`config.mk`:
```
export PLATFORM = sky130hd
export DESIGN_NAME = nmea_sentence_extractor_unit
export DESIGN_NICKNAME = d
export VERILOG_FILES = /design/src/rtl/nse_pkg.sv /design/src/rtl/nmea_sentence_extractor_unit.sv
export SDC_FILE = /design/constraint.sdc
export NUM_CORES = 1
export LEC_CHECK = 0
export ABC_AREA = 1
export BUFFER_PORTS_ARGS = -buffer_cell sky130_fd_sc_hd__buf_2
export CORE_AREA = 2 2 85 70
export CTS_BUF_LIST = sky130_fd_sc_hd__clkbuf_4
export DETAILED_ROUTE_END_ITERATION = 8
export DIE_AREA = 0 0 87 72
export PLACE_DENSITY = 0.5
export SYNTH_ARGS = -nofsm -noshare
export SYNTH_HDL_FRONTEND = slang
export SYNTH_SLANG_ARGS = --single-unit
```
`constraint.sdc`:
```
create_clock -name clock -period 2.6 [get_ports clock]
set_input_delay 0.39 -clock clock [delete_from_list [all_inputs] [get_ports clock]]
set_output_delay 0.39 -clock clock [all_outputs]
set_load 0.05 [all_outputs]
```
`src/rtl/nse_pkg.sv`:
```
// -----------------------------------------------------------------------------
// nse_pkg
// Character codes, flag record and byte filter for the NMEA sentence extractor.
// -----------------------------------------------------------------------------
package nse_pkg;

   localparam logic [7:0] CH_DOLLAR = 8'h24;
   localparam logic [7:0] CH_G      = 8'h47;
   localparam logic [7:0] CH_STAR   = 8'h2A;
   localparam logic [7:0] CH_LF     = 8'h0A;
   localparam logic [7:0] CH_CR     = 8'h0D;
   localparam logic [7:0] PRINT_LO  = 8'h20;
   localparam logic [7:0] PRINT_HI  = 8'h7E;

   // Most bytes one request can produce: LF, '$', 'G', closing LF.
   localparam int unsigned BURST_MAX = 4;

   typedef struct packed {
      logic pending_dollar;
      logic line_open;
      logic star_seen;
      logic first_check_seen;
      logic second_check_seen;
      logic ended_with_lf;
   } flags_type;

   // CR goes out as LF.
   function automatic logic [7:0] map_char(input logic [7:0] b);
      logic [7:0] r;
      r = (b == CH_CR) ? CH_LF : b;
      return r;
   endfunction

   // Printable (0x21..0x7E) or LF; anything else is dropped.
   function automatic logic keep_char(input logic [7:0] b);
      logic k;
      k = ((b > PRINT_LO) && (b <= PRINT_HI)) || (b == CH_LF);
      return k;
   endfunction

endpackage

```
`src/rtl/nmea_sentence_extractor_unit.sv`:
```
// -----------------------------------------------------------------------------
// nmea_sentence_extractor_unit
// Filters a raw GNSS byte stream down to "$G" NMEA sentences, one LF per line.
// -----------------------------------------------------------------------------
// Output: the first byte of a request's output is valid in the cycle after accept.
// Throughput: one request per cycle while each makes at most one byte and
//   rsp_tready is high; a request that makes more bytes (at most 4) blocks
//   new requests until the single-byte output port drains the result buffer.
// Reset: synchronous, active high; clears all sentence flags and buffer count/index.
module nmea_sentence_extractor_unit (
   input  logic       clock,
   input  logic       reset,
   input  logic       req_tvalid,
   output logic       req_tready,
   input  logic [7:0] req_tdata,   // [7:0] in_byte
   input  logic       req_tlast,   // end_of_buffer
   output logic       rsp_tvalid,
   input  logic       rsp_tready,
   output logic [7:0] rsp_tdata,   // [7:0] out_byte
   output logic       rsp_tlast    // run_last
);

   localparam int unsigned IDX_W = $clog2(nse_pkg::BURST_MAX);
   localparam int unsigned CNT_W = $clog2(nse_pkg::BURST_MAX + 1);

   nse_pkg::flags_type flags_ff, flags_in;

   logic [7:0]       burst_byte_ff [nse_pkg::BURST_MAX];
   logic [7:0]       burst_byte_in [nse_pkg::BURST_MAX];
   logic [CNT_W-1:0] burst_cnt_ff, burst_cnt_in;
   logic [IDX_W-1:0] burst_idx_ff, burst_idx_in;

   logic             accept;
   logic             pop;
   logic             pop_last;
   logic [CNT_W-1:0] n;
   logic [7:0]       c;
   logic [7:0]       cm;
   logic             restart;

   assign pop      = rsp_tvalid && rsp_tready;
   assign pop_last = (burst_idx_ff == IDX_W'(burst_cnt_ff - CNT_W'(1)));
   assign req_tready = (burst_cnt_ff == '0) || (pop && pop_last);
   assign accept   = req_tvalid && req_tready;

   assign rsp_tvalid = (burst_cnt_ff != '0);
   assign rsp_tdata  = burst_byte_ff[burst_idx_ff];
   assign rsp_tlast  = pop_last;

   assign c  = req_tdata;
   assign cm = nse_pkg::map_char(req_tdata);

   // Sentence decode for one request; output bytes are packed in order.
   always_comb begin
      flags_in = flags_ff;
      n        = '0;
      for (int i = 0; i < nse_pkg::BURST_MAX; i++) begin
         burst_byte_in[i] = nse_pkg::CH_LF;
      end

      restart = flags_ff.pending_dollar && (c == nse_pkg::CH_G);
      flags_in.pending_dollar = 1'b0;

      if (restart) begin
         if (flags_ff.line_open) begin
            burst_byte_in[n[IDX_W-1:0]] = nse_pkg::CH_LF;
            n = n + CNT_W'(1);
         end
         burst_byte_in[n[IDX_W-1:0]] = nse_pkg::CH_DOLLAR;
         n = n + CNT_W'(1);
         burst_byte_in[n[IDX_W-1:0]] = nse_pkg::CH_G;
         n = n + CNT_W'(1);
         flags_in.line_open         = 1'b1;
         flags_in.star_seen         = 1'b0;
         flags_in.first_check_seen  = 1'b0;
         flags_in.second_check_seen = 1'b0;
         flags_in.ended_with_lf     = 1'b0;
      end else if (c == nse_pkg::CH_DOLLAR) begin
         flags_in.pending_dollar = 1'b1;
      end else if (!flags_ff.star_seen && c == nse_pkg::CH_STAR && flags_ff.line_open) begin
         flags_in.star_seen = 1'b1;
         burst_byte_in[n[IDX_W-1:0]] = c;
         n = n + CNT_W'(1);
         flags_in.ended_with_lf = 1'b0;
      end else if (flags_ff.second_check_seen) begin
         burst_byte_in[n[IDX_W-1:0]] = nse_pkg::CH_LF;
         n = n + CNT_W'(1);
         flags_in.ended_with_lf     = 1'b1;
         flags_in.line_open         = 1'b0;
         flags_in.star_seen         = 1'b0;
         flags_in.first_check_seen  = 1'b0;
         flags_in.second_check_seen = 1'b0;
      end else if ((flags_ff.star_seen && !flags_ff.first_check_seen)
                   || (flags_ff.first_check_seen && !flags_ff.second_check_seen)
                   || flags_ff.line_open) begin
         if (flags_ff.star_seen && !flags_ff.first_check_seen) begin
            flags_in.first_check_seen = 1'b1;
         end else if (flags_ff.first_check_seen && !flags_ff.second_check_seen) begin
            flags_in.second_check_seen = 1'b1;
         end
         if (nse_pkg::keep_char(cm)) begin
            burst_byte_in[n[IDX_W-1:0]] = cm;
            n = n + CNT_W'(1);
            flags_in.ended_with_lf = (cm == nse_pkg::CH_LF);
         end
      end

      if (req_tlast) begin
         flags_in.pending_dollar = 1'b0;
         if (!flags_in.ended_with_lf) begin
            burst_byte_in[n[IDX_W-1:0]] = nse_pkg::CH_LF;
            n = n + CNT_W'(1);
            flags_in.ended_with_lf = 1'b1;
         end
         flags_in.line_open         = 1'b0;
         flags_in.star_seen         = 1'b0;
         flags_in.first_check_seen  = 1'b0;
         flags_in.second_check_seen = 1'b0;
      end
   end

   always_comb begin
      burst_cnt_in = burst_cnt_ff;
      burst_idx_in = burst_idx_ff;
      if (accept) begin
         burst_cnt_in = n;
         burst_idx_in = '0;
      end else if (pop) begin
         if (pop_last) begin
            burst_cnt_in = '0;
         end else begin
            burst_idx_in = burst_idx_ff + IDX_W'(1);
         end
      end
   end

   always_ff @(posedge clock) begin
      if (reset) begin
         flags_ff     <= '0;
         burst_cnt_ff <= '0;
         burst_idx_ff <= '0;
      end else begin
         if (accept) begin
            flags_ff <= flags_in;
         end
         burst_cnt_ff <= burst_cnt_in;
         burst_idx_ff <= burst_idx_in;
      end
   end

   always_ff @(posedge clock) begin
      if (accept) begin
         for (int i = 0; i < nse_pkg::BURST_MAX; i++) begin
            burst_byte_ff[i] <= burst_byte_in[i];
         end
      end
   end

endmodule
```
==> results.toml <==
[logic_synthesis]
synth_seq_cells = 26
synth_warnings = 0
synth.avg_cell_area_um2 = 7.12
synth-async-reset-ratio_pct = 0
synth_cell_type_count = 33
syn_nets = 237
synth_edf_count = 13
synthesis.area_um2 = 1580
syn_inst = 222
ys_seq_area_share_pct = 41.2
ys.flop_type = "edfxtp_1"

[setup_path]
cp-end-kind = "primary output"
r2r_start = "burst_cnt_ff[0]"
critical_path.top_delay_family = "flip-flops"
cp-startpoint = "burst_cnt_ff[0]"
path_class = "reg -> out"
critPathMaxFanout = 3
crit_top_cell = "nand2_1"
ff2ff_path_depth = 9
crit_chain = "inv_1 > ha_1 > xnor2_1 > a21oi_2 > nand2_1 > nand2_1 > buf_2"
slowest_stage = "dfxtp_1"
arrival_ns = 1.83
r2r_end = "burst_cnt_ff[1]"
path_buf_inv = 2
critical-path-max-stage-delay_ns = 0.38
setup.worst_path.start_class = "flop"
r2r_slack_ns = 0.54
cp_data_required_time_ns = 2.21

[sta]
finalSetupViolations = 0
fin_crit_sh_pct = 85.2
fin_hold_ws_ns = 0.348
finalMaxSlewViolations = 0
min_period_ns = 2.22
skew_ns = 0.00763
hold_viol_final = 0
fmax_ghz = 0.451
grt_setup_unrepaired = "false"
finalSetupTns_ns = 0

[clock_tree]
cts_root_buf = "clkbuf_4"
postCtsSetupRepairBufs = 0
clkSlewWorstSetupHoldPaths_ns = 0.14
tritoncts = "built"
clock_path_buffers = 2
numCtsBuffers = 3
insertion_delay_ns = 0.32
cts_htree_levels = 1
holdBufCountCts = 0
clock_sinks = 26
ctsResizeCount = 0

[placed_design]
post-dp-hpwl_um = 2740
port-buffer-count = 23
gp_congestion = 0.768

[outcome]
status = "complete, no violations"

[grt]
grt_max_degree = 20
overflow = 0
first_global_vias = 1319
antenna_found_initial = 0
grtUsageTotal_pct = 11.8
grt_pass1_wl_um = 5930

[route]
post-route-drc-count = 0
via_count = 1375
drtPass1Iterations = 4
routed_wl_um = 3300
wl_per_cell_um = 10.5
ant_nets = 0
initialDrtViolationCount = 39
vias_per_cell = 4.39

[hold_path]
holdPathStages = 2
hold_path_class = "in -> reg"
holdCritStartpoint = "reset"
min_to = "burst_cnt_ff[0]"

[power]
total_power_mw = 0.979
leakage_nw = 0.827
vdd_drop_max_mv = 0.286
powerDensity_nw_per_um2 = 536

[floorplan]
die_h_um = 72
num_rows = 24
dieArea_um2 = 6260
core_um2 = 5380
die_w_um = 87
initial_utilization_pct = 29.4
ios = 24

[finish]
final_util_pct = 34.0
diodes = 0
layout-drive-gt1-share_pct = 21.0
fin_nets = 264
syn_to_final_growth_pct = 15.7

[flow_run]
cap_violations = 0
==> cells by family after synthesis <==
logic type	count (synthesis)	share of synthesized area, %
XOR/XNOR	2	1.11
buffers and inverters	43	10.3
other	1	0.237
adder cells (fa/ha/maj)	2	1.58
flip-flops	26	41.2
AO/OA/AOI/OAI	26	10.3
AND/OR/NAND/NOR	122	35.3
==> flip-flops by register name (all words and copies together) (netlist names), named ones only <==
signal / flops
burst_byte_ff: 13
burst_idx_ff: 2
burst_cnt_ff: 3
flags_ff: 6
==> placed cells by master, fill, tap and decap left out, types with 6 or more instances in the layout <==
| master | n |
|---|---|
| nand3_1 | 19 |
| buf_2 | 23 |
| a21oi_1 | 11 |
| dfxtp_1 | 13 |
| edfxtp_1 | 13 |
| nand2_1 | 57 |
| inv_2 | 6 |
| nor2_1 | 21 |
| inv_1 | 35 |
==> worst max path at each step <==
stage | end | slack [ns] | cells after the start
floorplan | flags_ff[0] | 0.21 | 10
global placement | burst_byte_ff[0][6] | 0.50 | 12
detailed placement | burst_byte_ff[0][6] | 0.49 | 12
CTS | req_tready | 0.35 | 7
global route | req_tready | 0.17 | 6
finish | req_tready | 0.38 | 7
==> final cells by class <==
type	instances	area [µm²]
Clock inverter	1	30.0
Timing Repair Buffer	24	123
Inverter	41	154
Tap cell	65	81.3
Clock buffer	3	22.5
Fill cell	592	3550
Sequential cell	26	651
Multi-Input combinational cell	153	767
==> synthesized netlist by cell type (all sizes together) (2+ instances only) <==
master / number / share of area [%]
a21oi: 14 / 5.1
nor4: 2 / 0.79
edfxtp: 13 / 25
ha: 2 / 1.6
o21ai: 7 / 2.5
buf: 2 / 0.55
nor2: 27 / 7.7
nand2: 61 / 15
dfxtp: 13 / 16
nand3: 21 / 7.3
inv: 41 / 9.7
nor3: 4 / 1.6
nand4: 5 / 2.0
==> through the flow <==
| stage | std cells | instance area [µm²] | setup WS [ns] |
|---|---|---|---|
| after floorplan | 222 | 1580 | 0.205 |
| after global placement | 309 | 1780 | 0.499 |
| after detailed placement | 309 | 1780 | 0.494 |
| after CTS | 313 | 1830 | 0.355 |
| after global routing | 313 | 1830 | 0.173 |
| final | 313 | 1830 | 0.384 |
==> layer usage <==
| metal | GRT usage, % | vias up | routed length, µm |
|---|---|---|---|
| li1 | - | 764 | - |
| met2 | 17.6 | 18 | 1390 |
| met3 | 3.07 | 2 | 105 |
| met1 | 17.1 | 591 | 1790 |
| met4 | 2.43 | 0 | 12 |
| met5 | 0 | - | 0 |
==> report_power, final <==
group | total, mW | leakage, nW | internal (mW) | switching (mW)
sequential | 0.465 | 0.223 | 0.455 | 0.00961
combinational | 0.238 | 0.576 | 0.0668 | 0.171
clock | 0.276 | 0.0279 | 0.156 | 0.120
No activity file was read; power rests on OpenSTA's default activity.
